`src/rtl/core/chm_pkg.sv`:
```
// Package for the chained hash map unit: sizes, operation and status codes,
// transaction structs, bucket row layout and controller command/status structs.
// No dependencies.
`default_nettype none

package chm_pkg;

    // Table geometry
    localparam int BUCKETS    = 127;
    localparam int SLOTS      = 8;
    localparam int KEY_BITS   = 32;
    localparam int VALUE_BITS = 32;

    // Fixed field widths of the transactions
    localparam int FUNC_W   = 3;
    localparam int KEY_W    = 32;
    localparam int HASH_W   = 31;
    localparam int VALUE_W  = 32;
    localparam int STATUS_W = 2;

    localparam int BKT_W      = (BUCKETS > 1) ? $clog2(BUCKETS) : 1;
    localparam int SLOT_IDX_W = (SLOTS > 1) ? $clog2(SLOTS) : 1;
    localparam int FILL_W     = $clog2(SLOTS + 1);

    // Reciprocal for hash mod BUCKETS: q = (hash * MAGIC) >> MAG_SHIFT is exact
    // for every HASH_W-bit hash, the rounding error of MAGIC being below BUCKETS.
    localparam int MAGIC_W   = 32;
    localparam int MAG_SHIFT = HASH_W + $clog2(BUCKETS);
    localparam longint unsigned MAGIC_L =
        ((64'd1 << MAG_SHIFT) + 64'(BUCKETS) - 64'd1) / 64'(BUCKETS);
    localparam logic [MAGIC_W-1:0] MAGIC = MAGIC_W'(MAGIC_L);
    localparam int PROD_W = HASH_W + MAGIC_W;

    // Operation codes
    localparam logic [FUNC_W-1:0] OP_ADD      = 3'd0;
    localparam logic [FUNC_W-1:0] OP_CONTAINS = 3'd1;
    localparam logic [FUNC_W-1:0] OP_DELETE   = 3'd2;
    localparam logic [FUNC_W-1:0] OP_GET      = 3'd3;
    localparam logic [FUNC_W-1:0] OP_UPDATE   = 3'd4;

    // Status codes
    localparam logic [STATUS_W-1:0] ST_DONE      = 2'd0;
    localparam logic [STATUS_W-1:0] ST_NOT_FOUND = 2'd1;
    localparam logic [STATUS_W-1:0] ST_PRESENT   = 2'd2;
    localparam logic [STATUS_W-1:0] ST_FULL      = 2'd3;

    typedef struct packed {
        logic [FUNC_W-1:0]  func;
        logic [KEY_W-1:0]   key;
        logic [HASH_W-1:0]  key_hash;
        logic [VALUE_W-1:0] value;
    } req_t;

    typedef struct packed {
        logic [STATUS_W-1:0] status;
        logic                found;
        logic [VALUE_W-1:0]  value_out;
    } rsp_t;

    // One bucket as stored in the row memory
    typedef struct packed {
        logic [SLOTS-1:0][KEY_BITS-1:0]   keys;
        logic [SLOTS-1:0][VALUE_BITS-1:0] values;
        logic [FILL_W-1:0]                fill;
    } row_t;

    typedef struct packed {
        logic accept;   // capture request, start hash multiply
        logic calc;     // reduce product to bucket index
        logic fetch;    // read bucket row
        logic commit;   // compare, write back, load result
    } dp_cmd_t;

    typedef struct packed {
        logic row_wr;
    } dp_status_t;

endpackage

`default_nettype wire

```
`src/rtl/core/chm_ctrl.sv`:
```
// Controller of the chained hash map unit: sequences one request through
// hash reduction, row read and commit, and owns the result valid flag. Uses chm_pkg.
`default_nettype none

module chm_ctrl (
    input  wire logic                aclk,
    input  wire logic                aresetn,
    input  wire logic                s_valid,
    output logic                     s_ready,
    output logic                     m_valid,
    input  wire logic                m_ready,
    output chm_pkg::dp_cmd_t         cmd,
    input  wire chm_pkg::dp_status_t status
);

    typedef enum logic [1:0] {
        ST_IDLE,
        ST_MOD,
        ST_RD,
        ST_CMP
    } state_t;

    state_t state_reg, state_next;
    logic   out_valid_reg, out_valid_next;
    logic   commit_ok;

    assign commit_ok = (state_reg == ST_CMP) && (!out_valid_reg || m_ready);

    assign s_ready    = (state_reg == ST_IDLE);
    assign m_valid    = out_valid_reg;
    assign cmd.accept = (state_reg == ST_IDLE) && s_valid;
    assign cmd.calc   = (state_reg == ST_MOD);
    assign cmd.fetch  = (state_reg == ST_RD);
    assign cmd.commit = commit_ok;

    always_comb begin
        state_next     = state_reg;
        out_valid_next = out_valid_reg;
        if (out_valid_reg && m_ready) begin
            out_valid_next = 1'b0;
        end
        case (state_reg)
            ST_IDLE: begin
                if (s_valid) begin
                    state_next = ST_MOD;
                end
            end
            ST_MOD: begin
                state_next = ST_RD;
            end
            ST_RD: begin
                state_next = ST_CMP;
            end
            ST_CMP: begin
                // hold until the result register is free
                if (commit_ok) begin
                    state_next     = ST_IDLE;
                    out_valid_next = 1'b1;
                end
            end
            default: begin
                state_next = ST_IDLE;
            end
        endcase
    end

    always_ff @(posedge aclk) begin
        if (!aresetn) begin
            state_reg     <= ST_IDLE;
            out_valid_reg <= 1'b0;
        end else begin
            state_reg     <= state_next;
            out_valid_reg <= out_valid_next;
        end
    end

    a_accept_starts: assert property (@(posedge aclk) disable iff (!aresetn)
        (s_valid && s_ready) |=> (state_reg == ST_MOD))
        else $error("accepted transaction did not start the hash reduction");

    a_write_in_commit: assert property (@(posedge aclk) disable iff (!aresetn)
        status.row_wr |-> (state_reg == ST_CMP) && commit_ok)
        else $error("bucket row written outside commit");

    a_stall_holds: assert property (@(posedge aclk) disable iff (!aresetn)
        (state_reg == ST_CMP && out_valid_reg && !m_ready) |=> (state_reg == ST_CMP))
        else $error("commit overran an untaken result");

    a_commit_gives_result: assert property (@(posedge aclk) disable iff (!aresetn)
        cmd.commit |=> m_valid)
        else $error("commit did not present a result");

endmodule

`default_nettype wire

```
`config.mk`:
```
export PLATFORM = sky130hd
export DESIGN_NAME = chm_ctrl
export DESIGN_NICKNAME = d
export VERILOG_FILES = /design/src/rtl/core/chm_pkg.sv /design/src/rtl/core/chm_ctrl.sv
export SDC_FILE = /design/constraint.sdc
export NUM_CORES = 1
export LEC_CHECK = 0
export BUFFER_PORTS_ARGS = -buffer_cell sky130_fd_sc_hd__buf_2
export CORE_AREA = 4 4 41 43
export DETAILED_ROUTE_END_ITERATION = 7
export DIE_AREA = 0 0 45 47
export GPL_TIMING_DRIVEN = 1
export SLEW_MARGIN = 20
export SYNTH_ARGS = -nofsm -noshare
export SYNTH_HDL_FRONTEND = slang
export SYNTH_SLANG_ARGS = --single-unit
```
`constraint.sdc`:
```
create_clock -name aclk -period 1.55 [get_ports aclk]
set_input_delay 0.155 -clock aclk [delete_from_list [all_inputs] [get_ports aclk]]
set_output_delay 0.155 -clock aclk [all_outputs]
set_load 0.005 [all_outputs]
```
==> results by stage <==
Status:
- The run finished with clean final reports.

Critical path:
- The worst setup path is captured at a primary output.
- In this run the worst path has a maximum fanout of 5.
- STA puts the critical path data arrival time at 1.24 ns.
- STA classifies the critical path startpoint as a flip-flop.
- STA puts the critical path data required time at roughly 1.4 ns.
- The critical path is of the flip-flop to primary output type.

Place:
- The congestion estimate from routability-driven global placement came to 0.603.
- The number of placed instances, taps included, is 47.
- Once detailed placement completed, the half-perimeter wirelength came to about 340 um.
- Timing analysis after detailed placement gives a worst setup slack of 0.307 ns.
- The count of buffers added on input and output ports is 9.

Synthesis:
- The largest area contributor in the netlist is ha_1.
- Synthesis produced a netlist whose cell count is 24.
- Dividing the synthesized area by the synthesized cell count gives around 9.3 sq um.
- The number of nets handed over by synthesis was 34.
- By area, the combinational part of the netlist is dominated by adder cells.
- In the post-synthesis netlist, the biggest area contributors are ha_1, dfxtp_1, o21a_1, inv_1, mux2i_1.
- Of the total synthesized cell area, the portion taken by AND, OR, NAND and NOR gates is 17.9%.
- Sequential cells were found to cover between 20% and 30% of the synthesized design area.
- The top cell type's share of synthesized area is 27.9%.
- The compound-cell area share of the yosys netlist is 14.5%.
- Synthesis instantiated 14 different standard cells from the library.
- The synthesized design contains 3 register bits.
- The adder and majority gate portion of the synthesized area is between 20% and 30%.
- Multiplexer cells account for 4.47% of the synthesized area.
- Yosys printed 0 warnings.
- Of the total synthesized cell area, the portion taken by XOR and XNOR cells is 0%.
- The cell area after technology mapping is around 220 sq um.

Final layout:
- At the end of the flow, the number of nets in the layout was 47.
- The flip-flop count of the largest register, all copies and words added is 2.
- Leaving out fill and tap cells, the most frequent cell in the layout is buf_2.
- The final core utilization is between 20% and 30%.
- The synthesis-to-finish area growth is 36.9%.
- The number of filler cells placed in the layout is 162.
- The share of post-route cells with drive strength above 1 is about two fifths.
- 0 antenna diodes ended up in the layout.
- In the layout the commonest cells are buf_2, ha_1, inv_1, clkbuf_4, dfxtp_1.
- Leaving out filler cells and counting taps, the final layout contains between 50 and 60.

Routing:
- The total wire length after detailed routing is about 420 um.
- The mean routed wirelength per cell is 8.24 um.
- The number of vias per cell is 3.78.
- For this run, the detailed router's first-pass iteration total came to 2.
- The detailed router placed 193 vias in this run.
- The number of DRC violations after detailed-routing iteration 0 is 1.
- Once detail routing completed, the nets flagged for antenna violations numbered 0.
- After detailed routing, the number of remaining DRC violations is 0.

Clock network:
- The CTS sink count is 3.
- The CTS tree is yes.
- The maximum number of buffers from clock root to sink is 2.
- The number of gates resized after CTS was 0.
- In this run the number of H-tree levels came out at 1.
- The number of hold-repair buffers added at the cts stage is 0.
- In this run the clock root is driven by a clkbuf_4.
- The number of setup buffers added after CTS is 0.
- Clock-pin slew was measured on the worst setup and hold paths at approximately 0.040 ns.
- The later-pin clock latency in the skew report is 0.24 ns.
- The CTS buffer count is 3.

Timing:
- The worst path uses 89.8% of the clock period.
- Measured against its own limit, the worst slew margin works out to 88.3%.
- The final worst-path setup slack is ~0.16 ns.
- The hold violation total from the final report came to 0.
- The number of slew-limit violations in the final report is 0.
- The maximum frequency from static timing analysis is 719 MHz.
- The measured slew at the worst slew-check pin is 0.175 ns.
- Setup violations remaining at the end of the flow were counted as 0.
- For the final routed database, the setup TNS stands at 0 ns.
- Setup repair after global routing left no endpoint under its margin.
- The largest clock skew in the final design is 0.00491 ns.
- The clock period could shrink to about 1.4 ns.

Power:
- Dividing total power by cell area gives a power density of approximately 1700 nW/um^2.
- After layout, the design draws a total of ~0.00052 W.
- VDD sags by at most 0.375 mV.
- The analysis attributes to cell leakage a power of 0.169 nW.

Global routing:
- The first global-routing pass estimated ~630 um of wire.
- The aggregate global routing overflow is 0.
- The initial antenna violation count was 0.
- The via count of the first global-routing pass came to 161.
- The maximum number of pins on one net before global-route repair is 6.
- For this run, the total global-route usage over all layers was measured as 5.13%.

Min path:
- The min-delay analysis places its worst path in the category primary input to flip-flop.

Die:
- Measured along the y axis, the die boundary spans 47 um.
- The starting density of the core is 17.2%.
- The placeable core region is 1300 sq um.
- The total number of placement rows is 13.
- For this design the top-level I/O count stands at 11.
- The die covers 2120 sq um.
- Measured along the x axis, the die boundary spans 45 um.

Run:
- The number of maximum-capacitance constraint violations is 0.
[area by class of cell]
cell class,count,area (sq um),share of cell area (%)
well taps,15,18.8,6.12
inverters,3,11.3,3.67
multi-input cells,17,145,47.3
clock buffers,4,26.3,8.57
repair buffers,9,45.0,14.7
flip-flops and latches,3,60.1,19.6
[cells in the mapped netlist]
| cell type | instances |
|---|---|
| a21oi_2 | 1 |
| inv_1 | 3 |
| o31a_1 | 1 |
| and2_2 | 1 |
| o21a_1 | 2 |
| ha_1 | 5 |
| and3b_1 | 1 |
| buf_4 | 1 |
| and2_1 | 1 |
| mux2i_1 | 1 |
| dfxtp_1 | 3 |
| nand2_1 | 2 |
| nand2b_1 | 1 |
| nor2_1 | 1 |
[cells by family after synthesis]
group,count (synthesis)
AO/OA/AOI/OAI,4
adder cells (fa/ha/maj),5
buffers and inverters,4
flip-flops,3
multiplexers,1
AND/OR/NAND/NOR,7
[worst max-delay path, cell delays in order, from the launching register on]
cell and delay (ns):
dfxtp_1 0.40, inv_1 0.09, ha_1 0.25, and2_1 0.14, buf_2 0.12
[stage by stage]
step                hold WS [ns]  cell area (sq um)
floorplan                  0.272                224
global route               0.185                307
detailed placement         0.424                280
finish                     0.183                307
CTS                        0.175                307
global placement           0.421                280
[worst paths after layout]
| path | slack, ns | endpoint | startpoint | depth (start not counted) |
|---|---|---|---|---|
| worst max-delay path | 0.16 | cmd[3] | state_reg[0] | 4 |
| worst min-delay path | 0.18 | m_valid | aresetn | 2 |
| worst max register to register | 0.31 | state_reg[0] | state_reg[0] | 4 |
| worst min register to register | 0.52 | state_reg[1] | state_reg[1] | 2 |
[per-layer routing]
layer	vias to the layer above	track usage [%]	routed length [um]
met2	11	5.93	160
met4	0	7.02	19
met1	79	4.09	168
met5	-	0	0
met3	2	5.36	73
li1	101	-	-
[power breakdown]
| group | leakage [nW] | internal, W | total, W | switching (W) |
|---|---|---|---|---|
| combinational | 0.129 | 0.000125 | 0.000237 | 0.000112 |
| clock | 0.0150 | 0.0000968 | 0.000142 | 0.0000448 |
| sequential | 0.0246 | 0.000108 | 0.000145 | 0.0000366 |
(Power assumes the default switching activity.)
